File: config.mk
export PLATFORM = sky130hd
export DESIGN_NAME = sync_length_xor_frame_receiver
export DESIGN_NICKNAME = d
export VERILOG_FILES = /design/src/sv/sljxr_pkg.sv /design/src/sv/sync_length_xor_frame_receiver.sv /design/src/sv/sljxr_core.sv
export SDC_FILE = /design/constraint.sdc
export NUM_CORES = 1
export LEC_CHECK = 0
export ABC_AREA = 1
export BUFFER_PORTS_ARGS = -buffer_cell sky130_fd_sc_hd__buf_2
export CELL_PAD_IN_SITES_DETAIL_PLACEMENT = 1
export CELL_PAD_IN_SITES_GLOBAL_PLACEMENT = 2
export CORE_ASPECT_RATIO = 0.7
export CORE_MARGIN = 2
export CORE_UTILIZATION = 37
export DETAILED_ROUTE_END_ITERATION = 6
export PLACE_DENSITY_LB_ADDON = 0.3
export SLEW_MARGIN = 15
export SYNTH_ARGS = -nofsm -noshare
export SYNTH_HDL_FRONTEND = slang
export SYNTH_SLANG_ARGS = --single-unit
File: constraint.sdc
create_clock -name clk -period 2.95 [get_ports clk]
set_input_delay 0.1475 -clock clk [delete_from_list [all_inputs] [get_ports clk]]
set_output_delay 0.1475 -clock clk [all_outputs]
set_load 0.02 [all_outputs]
File: src/sv/sljxr_pkg.sv
// Shared types and constants for the sync/length XOR frame receiver.
package sljxr_pkg;

	// Frame constants
	localparam logic [7:0]  SYNC_BYTE     = 8'hE6;
	localparam logic [7:0]  ACK_CMD       = 8'h02;
	localparam logic [7:0]  REQ_BILL      = 8'h16;
	localparam logic [7:0]  REQ_COIN      = 8'h17;
	localparam logic [15:0] TIMEOUT_RESET = 16'd20;
	localparam logic [7:0]  MIN_LENGTH    = 8'd4;

	// Item kinds
	localparam logic [1:0] KIND_BYTE = 2'd0;
	localparam logic [1:0] KIND_TICK = 2'd1;
	localparam logic [1:0] KIND_POLL = 2'd2;

	// Result status codes
	localparam logic [2:0] ST_PAYLOAD  = 3'd0;
	localparam logic [2:0] ST_GOOD     = 3'd1;
	localparam logic [2:0] ST_GOOD_NAK = 3'd2;
	localparam logic [2:0] ST_CSUM_ERR = 3'd3;
	localparam logic [2:0] ST_TIMEOUT  = 3'd4;
	localparam logic [2:0] ST_BAD_LEN  = 3'd5;

	// Byte positions within a frame
	localparam logic [7:0] POS_SYNC = 8'd0;
	localparam logic [7:0] POS_LEN  = 8'd1;
	localparam logic [7:0] POS_CMD  = 8'd3;

	typedef struct packed {
		logic [1:0] req_type;
		logic [7:0] rx_byte;
		logic [7:0] request_type;
	} item_t;

	typedef struct packed {
		logic [2:0] status;
		logic [7:0] data_byte;
		logic [7:0] byte_index;
		logic [7:0] command_code;
		logic       frame_end;
	} result_t;

endpackage

File: src/sv/sync_length_xor_frame_receiver.sv
// Top level: input register, frame logic and result register.
//
//  channel | direction | handshake             | payload
//  --------+-----------+-----------------------+-----------------------------------------
//  in      | in        | in_valid / in_ready   | req_type, rx_byte, request_type
//  out     | out       | out_valid / out_ready | status, data_byte, byte_index,
//          |           |                       | command_code, frame_end
//  cfg     | in        | cfg_wr_en             | cfg_wr_data (timeout_ticks)
//
// One item per cycle sustained while the output is not stalled; an accepted item waits in
// the input register while the frame logic feeds its result, if it makes one, to the
// result register. The frame state updates as an item leaves the input register.
// A stalled result holds the input register; in_ready drops only when both are full.
// Reset clears state, timeout to 20 ticks, and both valid flags.
module sync_length_xor_frame_receiver import sljxr_pkg::*; (
	input  logic        clk,
	input  logic        arst_n,
	input  logic        in_valid,
	output logic        in_ready,
	input  logic [1:0]  req_type,
	input  logic [7:0]  rx_byte,
	input  logic [7:0]  request_type,
	output logic        out_valid,
	input  logic        out_ready,
	output logic [2:0]  status,
	output logic [7:0]  data_byte,
	output logic [7:0]  byte_index,
	output logic [7:0]  command_code,
	output logic        frame_end,
	input  logic        cfg_wr_en,
	input  logic [15:0] cfg_wr_data
);

	item_t   item_s1;
	logic    vld_s1;
	result_t res_q;
	logic    out_vld_q;
	result_t res;
	logic    res_vld;
	logic    fire;

	// advance the held item when the result register can take whatever it makes
	assign fire     = vld_s1 && (!out_vld_q || out_ready);
	assign in_ready = !vld_s1 || fire;

	sljxr_core u_core (
		.clk         (clk),
		.arst_n      (arst_n),
		.cfg_wr_en   (cfg_wr_en),
		.cfg_wr_data (cfg_wr_data),
		.fire        (fire),
		.item        (item_s1),
		.res_vld     (res_vld),
		.res         (res)
	);

	always_ff @(posedge clk or negedge arst_n) begin
		if (!arst_n) begin
			vld_s1    <= 1'b0;
			out_vld_q <= 1'b0;
		end else begin
			if (in_ready)
				vld_s1 <= in_valid;
			if (fire)
				out_vld_q <= res_vld;
			else if (out_ready)
				out_vld_q <= 1'b0;
		end
	end

	always_ff @(posedge clk) begin
		if (in_valid && in_ready) begin
			item_s1.req_type     <= req_type;
			item_s1.rx_byte      <= rx_byte;
			item_s1.request_type <= request_type;
		end
		if (fire && res_vld)
			res_q <= res;
	end

	assign out_valid    = out_vld_q;
	assign status       = res_q.status;
	assign data_byte    = res_q.data_byte;
	assign byte_index   = res_q.byte_index;
	assign command_code = res_q.command_code;
	assign frame_end    = res_q.frame_end;

endmodule

File: src/sv/sljxr_core.sv
// Frame state, checksum and timeout logic; one item per cycle when fire is high.
module sljxr_core import sljxr_pkg::*; (
	input  logic        clk,
	input  logic        arst_n,
	input  logic        cfg_wr_en,
	input  logic [15:0] cfg_wr_data,
	input  logic        fire,
	input  item_t       item,
	output logic        res_vld,
	output result_t     res
);

	typedef enum logic [1:0] {
		PH_IDLE = 2'd0,
		PH_RECV = 2'd1,
		PH_DONE = 2'd2
	} phase_t;

	phase_t      phase_q, phase_d;
	logic [7:0]  byte_count_q, byte_count_d;
	logic [7:0]  frame_length_q, frame_length_d;
	logic [7:0]  running_xor_q, running_xor_d;
	logic [7:0]  command_q, command_d;
	logic [15:0] ticks_left_q, ticks_left_d;
	logic [7:0]  pending_req_q, pending_req_d;
	logic [15:0] timeout_ticks_q;
	logic        ack_suppress;

	assign ack_suppress = (command_q == ACK_CMD) &&
		((pending_req_q == REQ_BILL) || (pending_req_q == REQ_COIN));

	always_comb begin
		phase_d        = phase_q;
		byte_count_d   = byte_count_q;
		frame_length_d = frame_length_q;
		running_xor_d  = running_xor_q;
		command_d      = command_q;
		ticks_left_d   = ticks_left_q;
		pending_req_d  = pending_req_q;
		res_vld        = 1'b0;
		res.status       = ST_PAYLOAD;
		res.data_byte    = 8'd0;
		res.byte_index   = byte_count_q;
		res.command_code = command_q;
		res.frame_end    = 1'b0;

		if (item.req_type == KIND_POLL) begin
			// restart: abandon any frame in progress
			phase_d        = PH_RECV;
			pending_req_d  = item.request_type;
			ticks_left_d   = timeout_ticks_q;
			byte_count_d   = 8'd0;
			frame_length_d = 8'd0;
			running_xor_d  = 8'd0;
			command_d      = 8'd0;
		end else if (phase_q == PH_RECV) begin
			case (item.req_type)
				KIND_BYTE: begin
					if (byte_count_q == POS_SYNC) begin
						if (item.rx_byte == SYNC_BYTE) begin
							running_xor_d = item.rx_byte;
							byte_count_d  = 8'd1;
						end
					end else if (byte_count_q == POS_LEN) begin
						frame_length_d = item.rx_byte;
						running_xor_d  = running_xor_q ^ item.rx_byte;
						byte_count_d   = 8'd2;
						if (item.rx_byte < MIN_LENGTH) begin
							phase_d        = PH_DONE;
							res_vld        = 1'b1;
							res.status     = ST_BAD_LEN;
							res.byte_index = POS_LEN;
							res.frame_end  = 1'b1;
						end
					end else if (byte_count_q >= frame_length_q) begin
						// checksum byte closes the frame
						phase_d       = PH_DONE;
						res_vld       = 1'b1;
						res.frame_end = 1'b1;
						if (item.rx_byte != running_xor_q)
							res.status = ST_CSUM_ERR;
						else if (ack_suppress)
							res.status = ST_GOOD_NAK;
						else
							res.status = ST_GOOD;
					end else begin
						running_xor_d = running_xor_q ^ item.rx_byte;
						byte_count_d  = byte_count_q + 8'd1;
						if (byte_count_q == POS_CMD)
							command_d = item.rx_byte;
						if (byte_count_q > POS_CMD) begin
							res_vld       = 1'b1;
							res.data_byte = item.rx_byte;
						end
					end
				end
				KIND_TICK: begin
					if (ticks_left_q <= 16'd1) begin
						ticks_left_d  = 16'd0;
						phase_d       = PH_DONE;
						res_vld       = 1'b1;
						res.status    = ST_TIMEOUT;
						res.frame_end = 1'b1;
					end else begin
						ticks_left_d = ticks_left_q - 16'd1;
					end
				end
				default: begin
				end
			endcase
		end
	end

	always_ff @(posedge clk or negedge arst_n) begin
		if (!arst_n) begin
			phase_q         <= PH_IDLE;
			byte_count_q    <= 8'd0;
			frame_length_q  <= 8'd0;
			running_xor_q   <= 8'd0;
			command_q       <= 8'd0;
			ticks_left_q    <= 16'd0;
			pending_req_q   <= 8'd0;
			timeout_ticks_q <= TIMEOUT_RESET;
		end else begin
			if (cfg_wr_en)
				timeout_ticks_q <= cfg_wr_data;
			if (fire) begin
				phase_q        <= phase_d;
				byte_count_q   <= byte_count_d;
				frame_length_q <= frame_length_d;
				running_xor_q  <= running_xor_d;
				command_q      <= command_d;
				ticks_left_q   <= ticks_left_d;
				pending_req_q  <= pending_req_d;
			end
		end
	end

	// A verdict always leaves the receiver done until the next poll
	a_verdict_done: assert property (@(posedge clk) disable iff (!arst_n)
		(fire && res_vld && res.frame_end) |=> (phase_q == PH_DONE))
		else $error("verdict did not close the transaction");

	// Once the length is known the count never runs past it
	a_count_in_frame: assert property (@(posedge clk) disable iff (!arst_n)
		(phase_q == PH_RECV && byte_count_q >= 8'd2) |-> (byte_count_q <= frame_length_q))
		else $error("byte count ran past frame length");

	// Payload results only come from positions after the command byte
	a_payload_pos: assert property (@(posedge clk) disable iff (!arst_n)
		(res_vld && !res.frame_end) |-> (res.byte_index > POS_CMD && res.status == ST_PAYLOAD))
		else $error("payload result at a header position");

	// Nothing is reported outside a receiving phase
	a_quiet_outside: assert property (@(posedge clk) disable iff (!arst_n)
		(phase_q != PH_RECV) |-> !res_vld)
		else $error("result outside a transaction");

endmodule
==> key figures <==
Logic synthesis
  – Compound-Gate Fraction of Synth Area: 0.0908
  – Post-Synth Adder-Cell Area: 0.0339
  – Synth Net Count: 664
  – EDFF count, synth: 45
  – Syn_area_per_cell: 9.71 sq um
  – Distinct cells, synth: 41
  – YS warnings: 0
  – Post-synthesis instance total: 609
  – Sequential-to-total area share from yosys stat: 0.546
  – Post-synthesis xor/xnor area fraction: 0.0252
  – Top_reg_cell synth: dfrtp_1
  – Synth async-reset ratio: 0.625
  – Mux contribution to synthesized area: 0.0400
  – FF+latch count, synth: 120
  – Largest family of logic cells by synthesized area: simple AND/OR/NAND/NOR gates
  – Simple-gate share of the synthesized area: 0.201
  – Post-synthesis instance area: 5910 sq um

Layout
  – Fraction of layout cells with a size suffix above 1: 0.216
  – Area grow syn2layout: 24.3%
  – Fin area: 7350 sq um
  – Filler cell count: 1,763
  – Sequential cell area: 3230 sq um
  – Area of the multi-input gates: 2310 sq um
  – Net count, final: 768
  – Post-route insts no fill: 926
  – Finished Core Util: 0.473
  – N_diodes: 0

Worst setup path
  – RR Endpoint: u_core.frame_length_q[3]
  – CP top delay family: simple AND/OR/NAND/NOR gates
  – Crit-path max FO: 17
  – Worst Path Arrival: 2.96 ns
  – Worst path slowest cell: ha_1
  – Startpoint types: register
  – Crit-path cells: inv_1, ha_1, buf_4, nor2_1, nor2_2, nand2_1, o21ai_0
  – CP startpoint: item_s1[16]
  – WP buf/inv: 2
  – CP endpoint kind: register
  – Worst R2R Path Depth: 7
  – CP max stage delay: 0.66 ns
  – WS Path Type: reg2reg
  – R2r setup slk: 0.28 ns
  – Origin of the critical flop-to-flop path: item_s1[16]
  – Worst Path Required: 3.24 ns

STA
  – Slew HR: 0.322
  – Unrepaired setup endpoints after global routing: false
  – Worst-margin pin slew: 1.02 ns
  – Clock skew: 0.00944 ns
  – Minimum clock period: 2.67 ns
  – Hold Violations, Final: 0
  – Final Max Tran Viols: 0
  – Setup violators final: 0
  – Fin crit share: 0.905
  – Setup TNS: 0 ns
  – Fin Hold WS: 0.0295 ns
  – Max Clk Rate: 375 MHz

Clock network
  – CTS hold repair buffers: 35
  – Clk sinks: 120
  – CTS tree: built
  – CTS clk-pin slew, worst paths: 0.05 ns
  – Post-CTS resize count: 0
  – Worst-Skew Late Latency: 0.42 ns
  – CTS Buffer Depth: 2
  – H-tree Lvls: 4
  – Root Buffer: clkbuf_16
  – CTS Buf Count: 17
  – Post-CTS setup buffers: 0

Floorplan
  – Die W: 155 microns
  – Total I/O pin count: 69
  – Initial Util: 0.380
  – Core area: 15,500 sq um
  – Site row count: 38
  – Die Height: 110 microns
  – Die area: 17,000 sq um

Placed design
  – Hpwl dp: 11,100 microns
  – IO Port Bufs: 67
  – Inst Count DP: 859
  – GPL Wtd Cong: 0.785
  – Area after DPL: 6400 sq um

Min path
  – Hold EP: out_valid
  – Hold Crit Class: in2reg
  – Hold_sp: out_ready
  – Hold path depth: 4

Power and ir drop
  – Pwr dens: 829 nW/um^2
  – Pleak: 0.00339 uW
  – Maximum vdd drop: 0.392 mV

Route
  – DRT antenna net count: 0
  – DR iter-0 viols: 258
  – Drt pass-1 iters: 4
  – Wire per inst: 16.9 microns
  – Vias: 4,597
  – Post-route DRC violation count: 0
  – Routed WL: 15,700 microns
  – Drt via density: 4.96

GRT
  – GRT Util Overall: 0.199
  – First-pass GRT wire length: 25,700 microns
  – Initial antenna violation count: 0
  – Vias in the first global route: 4,888
  – Largest net degree at the start of global routing: 76
  – GRT overflow: 0

Run
  – MaxCap Viol Count: 0

Status
  – Status: complete, no violations
==> cell usage in the layout (no fill, tap or decap), types with 3 or more instances in the layout <==
master	count
nand2_1	122
nor2_1	78
a22oi_1	19
xor2_1	16
clkbuf_16	17
or2_2	3
edfxtp_1	45
clkbuf_1	5
buf_4	6
bufinv_16	3
nand4_1	12
nand2_4	3
mux2_2	21
o21ai_2	16
nand3b_1	3
dlygate4sd3_1	35
inv_1	60
dfrtp_1	73
o21ai_0	17
buf_2	66
clkinv_2	3
nand2_2	3
a21oi_1	25
ha_1	16
nand3_1	32
==> state kept, by name, indices dropped and copies added (netlist names), 8 cells and up <==
signal	flops
u_core.running_xor_q	8
u_core.command_q	8
u_core.byte_count_q	8
item_s1	17
u_core.frame_length_q	8
command_code	8
data_byte	8
u_core.timeout_ticks_q	16
byte_index	8
u_core.ticks_left_q	16
==> cell type report <==
cell class              count  share of cell area
repair buffers            107              0.0988
clock inverters             8              0.0165
inverters                  63              0.0322
flip-flops and latches    120               0.440
multi-input cells         404               0.315
clock buffers              24              0.0642
well taps                 200              0.0341
==> worst max-delay path by stage <==
stage                                to  slack, ns  cells past startpoint
5_1_grt        u_core.frame_length_q[3]       0.05                      8
3_5_place_dp     u_core.byte_count_q[4]       0.44                      8
6_report       u_core.frame_length_q[3]       0.28                      7
4_1_cts        u_core.frame_length_q[3]       0.34                      7
3_3_place_gp    u_core.running_xor_q[1]       0.60                      8
2_1_floorplan             byte_index[0]       0.70                     11
==> synthesized netlist by cell type (2+ instances only) <==
cell type    n  area [sq um]
nand2_4      3          33.8
buf_6        4          45.0
or2_2        3          18.8
inv_2        2          7.51
clkbuf_1    10          37.5
o21ai_2     16           140
nand3b_1     3          22.5
nand4_1     12          75.1
and2_1       2          12.5
nor2_2       2          12.5
mux2_2      21           236
nand2_2      3          18.8
nand2_1    122           458
nor2_4       2          22.5
edfxtp_1    45          1350
nand3_1     32           160
nor4_1       2          12.5
buf_2        5          25.0
xor2_1      16           140
inv_1       60           225
nor2_1      78           293
a22oi_1     19           143
dfrtp_1     73          1830
dfstp_2      2          52.6
a21oi_1     25           125
ha_1        16           200
o21ai_0     17          85.1
==> metrics by stage <==
step / setup slack, ns / power (uW)
after floorplan: 0.703 / 3530
after global placement: 0.600 / 3870
after detailed placement: 0.436 / 3980
after CTS: 0.342 / 6160
after global routing: 0.0489 / 6510
final: 0.281 / 6090
==> where the power goes <==
part	leakage (uW)	internal, uW	total (uW)	switching (uW)
clock network	0.000288	1370	2100	728
registers	0.00136	2110	2430	318
logic	0.00175	603	1560	959
==> cell families after synthesis <==
kind of cell,count (synthesis)
compound gates,82
xor+xnor,17
simple gates,268
fa+ha+maj,16
buf+inv,85
mux,21
flops,120
==> tightest hold or removal path, stage by stage <==
cell and delay (ns):
buf_2 0.08, inv_1 0.05, nand2_1 0.07, nand2_1 0.05
==> metal layers <==
| layer | vias to the layer above | GRT usage | wire length (microns) |
|---|---|---|---|
| li1 | 2228 | - | - |
| met1 | 2256 | 0.285 | 8000 |
| met2 | 103 | 0.295 | 6710 |
| met3 | 10 | 0.0516 | 816 |
| met4 | 0 | 0.0608 | 150 |
| met5 | - | 0 | 0 |
Note: power is estimated with default switching activity, not from simulation.
